--- src/rtl/indexed_list_engine_core_macros.svh ---
// Assertion macros for the list engine.
// IMP: antecedent implies consequent in the same cycle.
// NXT checks that the antecedent implies the consequent in the next cycle.
`ifndef INDEXED_LIST_ENGINE_CORE_MACROS_SVH
`define INDEXED_LIST_ENGINE_CORE_MACROS_SVH

`ifndef SYNTHESIS
`define ILE_ASSERT_IMP(lbl, clk, rst, ante, cons, msg) \
  lbl: assert property (@(posedge clk) disable iff (rst) (ante) |-> (cons)) \
    else $error(msg);
`define ILE_ASSERT_NXT(lbl, clk, rst, ante, cons, msg) \
  lbl: assert property (@(posedge clk) disable iff (rst) (ante) |=> (cons)) \
    else $error(msg);
`else
`define ILE_ASSERT_IMP(lbl, clk, rst, ante, cons, msg)
`define ILE_ASSERT_NXT(lbl, clk, rst, ante, cons, msg)
`endif

`endif

--- src/rtl/ile_pkg.sv ---
`timescale 1ns / 1ps
package ile_pkg;

  localparam int CAPACITY = 64;
  localparam int DATA_W   = 32;
  localparam int IDX_W    = $clog2(CAPACITY);
  localparam int CNT_W    = $clog2(CAPACITY + 1);
  localparam int OP_W     = 3;
  localparam int POS_W    = 7;
  localparam int ST_W     = 2;
  localparam int FPOS_W   = 6;

  // request codes
  localparam logic [OP_W-1:0] OP_INSERT = 3'd0;
  localparam logic [OP_W-1:0] OP_APPEND = 3'd1;
  localparam logic [OP_W-1:0] OP_REMOVE = 3'd2;
  localparam logic [OP_W-1:0] OP_READ   = 3'd3;
  localparam logic [OP_W-1:0] OP_WRITE  = 3'd4;
  localparam logic [OP_W-1:0] OP_FIND   = 3'd5;
  localparam logic [OP_W-1:0] OP_CLEAR  = 3'd6;

  // result status codes
  localparam logic [ST_W-1:0] ST_OK       = 2'd0;
  localparam logic [ST_W-1:0] ST_BADIDX   = 2'd1;
  localparam logic [ST_W-1:0] ST_FULL     = 2'd2;
  localparam logic [ST_W-1:0] ST_NOTFOUND = 2'd3;

  // probe kinds
  localparam logic [1:0] PK_READ  = 2'd0;
  localparam logic [1:0] PK_WRITE = 2'd1;
  localparam logic [1:0] PK_FIND  = 2'd2;

  // broadcast shift command to every cell
  typedef struct packed {
    logic              shift_up;
    logic              shift_dn;
    logic [IDX_W-1:0]  pos;
    logic [CNT_W-1:0]  cnt;
    logic [DATA_W-1:0] val;
  } cmd_t;

  // probe that walks the chain one cell per cycle
  typedef struct packed {
    logic              active;
    logic [1:0]        kind;
    logic [IDX_W-1:0]  pos;
    logic [DATA_W-1:0] data;
    logic              found;
    logic [IDX_W-1:0]  fpos;
    logic [CNT_W-1:0]  limit;
  } probe_t;

endpackage

--- src/rtl/ile_cell.sv ---
`timescale 1ns / 1ps
module ile_cell (
  input  logic                            clk,
  input  logic                            rst,
  input  logic [ile_pkg::IDX_W-1:0]       index,
  input  ile_pkg::cmd_t                   cmd,
  input  logic [ile_pkg::DATA_W-1:0]      left_entry,
  input  logic [ile_pkg::DATA_W-1:0]      right_entry,
  output logic [ile_pkg::DATA_W-1:0]      entry,
  input  ile_pkg::probe_t                 probe_in,
  output ile_pkg::probe_t                 probe_out
);
  import ile_pkg::*;

  logic [CNT_W-1:0] idx_ext;
  logic             at_pos;
  logic             probe_here;
  probe_t           probe_next;

  assign idx_ext    = CNT_W'(index);
  assign at_pos     = (index == cmd.pos);
  assign probe_here = probe_in.active && (index == probe_in.pos);

  // update the held entry: shift from a neighbor or take a new word
  always_ff @(posedge clk) begin
    if (cmd.shift_up) begin
      if (at_pos) begin
        entry <= cmd.val;
      end else if (index > cmd.pos && idx_ext <= cmd.cnt) begin
        entry <= left_entry;
      end
    end else if (cmd.shift_dn) begin
      if (index >= cmd.pos && (idx_ext + 1'b1) < cmd.cnt) begin
        entry <= right_entry;
      end
    end else if (probe_here && probe_in.kind == PK_WRITE) begin
      entry <= probe_in.data;
    end
  end

  // read, match or pass the probe on
  always_comb begin
    probe_next = probe_in;
    if (probe_here && probe_in.kind == PK_READ) begin
      probe_next.data = entry;
    end
    if (probe_in.active && probe_in.kind == PK_FIND && !probe_in.found &&
        idx_ext < probe_in.limit && entry == probe_in.data) begin
      probe_next.found = 1'b1;
      probe_next.fpos  = index;
    end
  end

  // advance the probe to the next cell
  always_ff @(posedge clk) begin
    if (rst) begin
      probe_out <= '0;
    end else begin
      probe_out <= probe_next;
    end
  end

endmodule

--- config.mk ---
export PLATFORM = sky130hd
export DESIGN_NAME = ile_cell
export DESIGN_NICKNAME = d
export VERILOG_FILES = /design/src/rtl/indexed_list_engine_core_macros.svh /design/src/rtl/ile_pkg.sv /design/src/rtl/ile_cell.sv
export SDC_FILE = /design/constraint.sdc
export NUM_CORES = 1
export LEC_CHECK = 0
export BUFFER_PORTS_ARGS = -buffer_cell sky130_fd_sc_hd__buf_2
export CAP_MARGIN = 10
export CORE_UTILIZATION = 49
export DETAILED_ROUTE_END_ITERATION = 8
export HOLD_SLACK_MARGIN = 0.08
export PLACE_DENSITY = 0.87
export REMOVE_ABC_BUFFERS = 1
export SLEW_MARGIN = 25
export SYNTH_ARGS = -nofsm -noshare
export SYNTH_HDL_FRONTEND = slang
export SYNTH_SLANG_ARGS = --single-unit
export TNS_END_PERCENT = 5
--- constraint.sdc ---
create_clock -name clk -period 4.58 [get_ports clk]
set_input_delay 0.687 -clock clk [delete_from_list [all_inputs] [get_ports clk]]
set_output_delay 0.687 -clock clk [all_outputs]
set_load 0.01 [all_outputs]
======== Word-level counts from Yosys, hierarchy flattened ========
Cells that the tools add are included.
storage, ports and cells
  register bits ........................... 87
  input bits .............................. 174
  output and inout bits ................... 87
  logic and storage cells ................. 42
operators by class
  add/sub/neg operators ................... 1
  $lt $le $gt $ge ......................... 5
  eq/ne operators ......................... 7
  multiplexer cells ....................... 8
  reduce and logical (&&, ||, !) cells .... 13
operator list
  kind                                                    count
  two-way mux 32 bit                                      7
  == test 32 bit                                          1
  == test 6 bit                                           2
  logical AND 1 bit                                       9
  adder 6 x 1 -> 7 bit (second input constant)            1
  <= comparator 6 x 7 -> 1 bit                            1
  less-than comparator 6 x 7 -> 1 bit                     1
  less-than comparator 7 bit                              1
  two-way mux 7 bit                                       1
  >= comparator 6 bit                                     1
  greater-than comparator 6 bit                           1
  inequality test 3 x 1 -> 1 bit (second input constant)  2
  AND reduction 3 bit                                     1
  nonzero test 3 bit                                      1
  == test 2 x 1 -> 1 bit (second input constant)          1
  == test 2 bit (second input constant)                   1
  logical NOT 2 bit                                       1
  logical NOT 1 bit                                       1

======== Logic depth before layout (Yosys ltp) ========
  depth in word-level cells ............... 6
  mapped depth ............................ 9
  gate-level depth less buffers ........... 9

======== Worst setup path before layout ========
No wires, ideal clock.
  path kind ............................... input -> register
  start point ............................. input index[2] (netlist bit)
  end point ............................... register entry[0] (netlist bit) (enable)
  setup time .............................. 394 ps
  arrival time ............................ 2900 ps
  required time ........................... 4186 ps
  slack ................................... 1286 ps
  cell stages on the path ................. 9
  path buffers ............................ 1
  cell sequence ........................... clkbuf_1 -> nand3_1 -> xnor2_1 -> ha_1 -> a21oi_1 -> o21ai_0 -> nor4b_1 -> o32a_1 -> o31a_1
on the way
  longest elaborated chain between the ends .. 5
  elaborated cells on any way between the ends .. 15
  classes of those cells .................. 1 x add/sub; 4 x order compare; 4 x eq/ne; 6 x reduce/logical
RTL lines
  what                                                                                   line                            source
  start, declared                                                                        ile_cell.sv:5                   input logic [ile_pkg::IDX_W-1:0] index,
  adder 6 x 1 -> 7 bit / == test 6 bit (equally long branches)                           ile_cell.sv:33, ile_cell.sv:22
  less-than comparator 7 bit / logical AND 1 bit (equally long branches)                 ile_cell.sv:33, ile_cell.sv:22
  logical AND 1 bit, on equally long branches                                            ile_cell.sv:33, ile_cell.sv:36
  inequality test 3 x 1 -> 1 bit (no line) / nonzero test 3 bit (equally long branches)  --
  AND reduction 3 bit (no line) *                                                        --
  end signal, assigned                                                                   ile_cell.sv:30                  entry <= left_entry;
  end signal, assigned                                                                   ile_cell.sv:34                  entry <= right_entry;
  end signal, assigned                                                                   ile_cell.sv:37                  entry <= probe_in.data;
  end, declared                                                                          ile_cell.sv:9                   output logic [ile_pkg::DATA_W-1:0] entry,
Every way passes the cells marked *; elsewhere a longest branch is shown, timed or not.
A chain may end at the register's enable or synchronous reset.

======== Worst setup path after layout ========
  start point ............................. input index[1] (netlist bit)
  end point ............................... register entry[11] (netlist bit) (enable)
Same word-level chain as after synthesis.

==> flow_metrics.env <==
export IMPL_status="complete, no violations"
export IMPL_fin_setup_tns_ns=0
export IMPL_max_cap_violations=0
export IMPL_drt_iter0_drc=150
export IMPL_finalInstanceArea_um2=6430
export IMPL_fillers=753
export IMPL_grt_max_degree=65
export IMPL_ys_seq_area_frac=0.426
export IMPL_grt_pass1_wl_um=22600
export IMPL_multiInputGateArea_um2=2580
export IMPL_grt_use_total=0.289
export IMPL_dp_cells=886
export IMPL_tightest_slew_ns=0.894
export IMPL_yosysTopAreaCell="dfxtp_1"
export IMPL_cts_resized=0
export IMPL_critical_path_required_ns=4.56
export IMPL_drive_gt1_frac=0.369
export IMPL_top_level_ports=261
export IMPL_synth_cell_types=34
export IMPL_cp_slowest_cell="o31a_2"
export IMPL_ys_ff_latch=87
export IMPL_h_tree_depth=3
export IMPL_routed_via_density=5.40
export IMPL_instances_no_fill=902
export IMPL_num_rows=35
export IMPL_power_mw=1.92
export IMPL_hold_class="input port to register"
export IMPL_crit_path_end_kind="register"
export IMPL_fin_worst_skew_ns=0.0164
export IMPL_hold_ws_ns=0.569
export IMPL_period_share=0.681
export IMPL_coreArea_um2=9420
export IMPL_synth_area_um2=4840
export IMPL_place_gp_congestion=0.869
export IMPL_ys_flop_type="dfxtp_1"
export IMPL_cts_sinks=87
export IMPL_clk_transition_reported_paths_ns=0.09
export IMPL_drtAntennaViolNets=0
export IMPL_grt_antenna_before_repair=0
export IMPL_drc=0
export IMPL_cp_max_fo=32
export IMPL_wl_um=15100
export IMPL_placed_area_um2=6220
export IMPL_final_nets=967
export IMPL_synthCells=524
export IMPL_die_height_um=101
export IMPL_rsz0062_at_grt="no"
export IMPL_hpwl_um=11300
export IMPL_wl_per_cell_um=16.7
export IMPL_slew_viol_final=0
export IMPL_vdd_ir_drop_worst_mv=0.177
export IMPL_dr_pass1_iters=4
export IMPL_clk_latency_ns=0.36
export IMPL_path_common_cell="ha_1"
export IMPL_cp_top_family="compound AO/OA/AOI/OAI gates"
export IMPL_p_leak_nw=3.01
export IMPL_vias=4869
export IMPL_cts_root_buffer="clkbuf_8"
export IMPL_portBuffers=260
export IMPL_fmax_ghz=0.321
export IMPL_startpoint_type="input port"
export IMPL_ff_latch_area_um2=2060
export IMPL_hold_viol=0
export IMPL_cts_buffers=9
export IMPL_grt_ovfl_total=0
export IMPL_cp_arrival_ns=3.10
export IMPL_p_per_area_nw_per_um2=298
export IMPL_r2r_slack_ns=2.11
export IMPL_synth_top_area_share=0.228
export IMPL_yosysWarningCount=0
export IMPL_ys_async_sr_fraction=0
export IMPL_synth_edf_count=32
export IMPL_worstSetupPathType="input port to register"
export IMPL_dieArea_um2=10300
export IMPL_crit_buf_inv=1
export IMPL_slowest_delay_ns=0.74
export IMPL_cts_tree="built"
export IMPL_dieWidth_um=101
export IMPL_cp_cell_sequence="buf_2 > ha_1 > nand3_1 > xnor2_1 > ha_1 > a21oi_1 > o21ai_0 > nor4b_1 > o32a_1 > o31a_2"
export IMPL_setup_violations_final=0
export IMPL_post_cts_buffers=0
export IMPL_synthTopCellsByArea="dfxtp_1 23%, edfxtp_1 20%, mux2i_1 7.9%, a21oi_1 7.3%, ha_1 6.5%"
export IMPL_avgSynthCellArea_um2=9.23
export IMPL_start_util=0.514
export IMPL_holdBufCountCts=0
export IMPL_finalCriticalPeriod_ns=3.12
export IMPL_max_slew_margin_rel=0.404
export IMPL_grt_pass1_vias=4786
export IMPL_n_antenna_cell=0
export IMPL_area_growth_synth_to_final_pct=33.0
export IMPL_clockBufferDepth=2
-- path summary, 6_finish.rpt --
path,startpoint,to,depth (start not counted)
setup / recovery,index[1],entry[11],10
hold / removal,probe_in[13],probe_out[13],3
setup reg to reg,entry[3],probe_out[7],6
hold reg to reg,entry[15],probe_out[29],2
-- layer usage --
layer | vias up | track usage | routed length (um)
met5 | - | 0 | 0
met4 | 0 | 0.118 | 331
met3 | 29 | 0.0683 | 1190
met2 | 246 | 0.529 | 7910
met1 | 2275 | 0.323 | 5620
li1 | 2319 | - | -
-- cell usage after synthesis, types with 5 or more instances --
cell and n:
a211oi_1 33, a21o_1 5, a21oi_1 71, clkbuf_1 24, dfxtp_1 55, edfxtp_1 32, ha_1 25, inv_1 23
mux2i_1 38, nand2_1 69, nand3_1 5, nand4_1 5, nor2_1 20, nor2b_1 43, nor4_1 8, xnor2_1 7
xor2_1 34
-- registers in the layout (all words and copies together), names as in the netlist --
signal	count
entry	32
probe_out	55
-- logic make-up after synthesis --
kind of cell | share of synthesized area
AND/OR/NAND/NOR | 0.160
AO/OA/AOI/OAI | 0.154
buffers and inverters | 0.0427
multiplexers | 0.0786
adder cells (fa/ha/maj) | 0.0646
flip-flops | 0.426
XOR/XNOR | 0.0742
-- per-stage QoR --
| stage | util | setup slack [ns] |
|---|---|---|
| floorplan | - | -0.0811 |
| global placement | 0.661 | 1.14 |
| detailed placement | 0.661 | 1.11 |
| CTS | 0.683 | 1.48 |
| global route | 0.683 | 1.29 |
| finish | 0.683 | 1.46 |
-- final cells by class --
class | instances | share of cell area
multi-input combinational | 383 | 0.401
sequential | 87 | 0.320
timing repair buffer | 264 | 0.207
tap | 129 | 0.0251
clock buffer | 12 | 0.0243
inverter | 23 | 0.0134
clock inverter | 4 | 0.00817
-- worst register-to-register path: cells and delay by family (launching register included) --
| kind | cells | cell delay (ns) |
|---|---|---|
| simple gates | 3 | 0.70 |
| compound gates | 1 | 0.69 |
| flops | 1 | 0.46 |
| mux | 1 | 0.32 |
| xor+xnor | 1 | 0.17 |
-- report_power, final --
part	internal, mW	switching, mW
registers	0.880	0.0445
logic	0.189	0.234
clock network	0.288	0.283
-- placed cells by master, fill, tap and decap left out, types with 7 or more instances in the layout --
cell type    n
buf_2      259
a21oi_1     71
nand2_1     69
dfxtp_1     55
nor2b_1     43
mux2i_1     38
xor2_1      34
a211oi_1    33
edfxtp_1    32
ha_1        25
inv_1       23
nor2_1      18
clkbuf_8     9
nor4_1       8
xnor2_1      7
No activity file was read; power rests on OpenSTA's default activity.
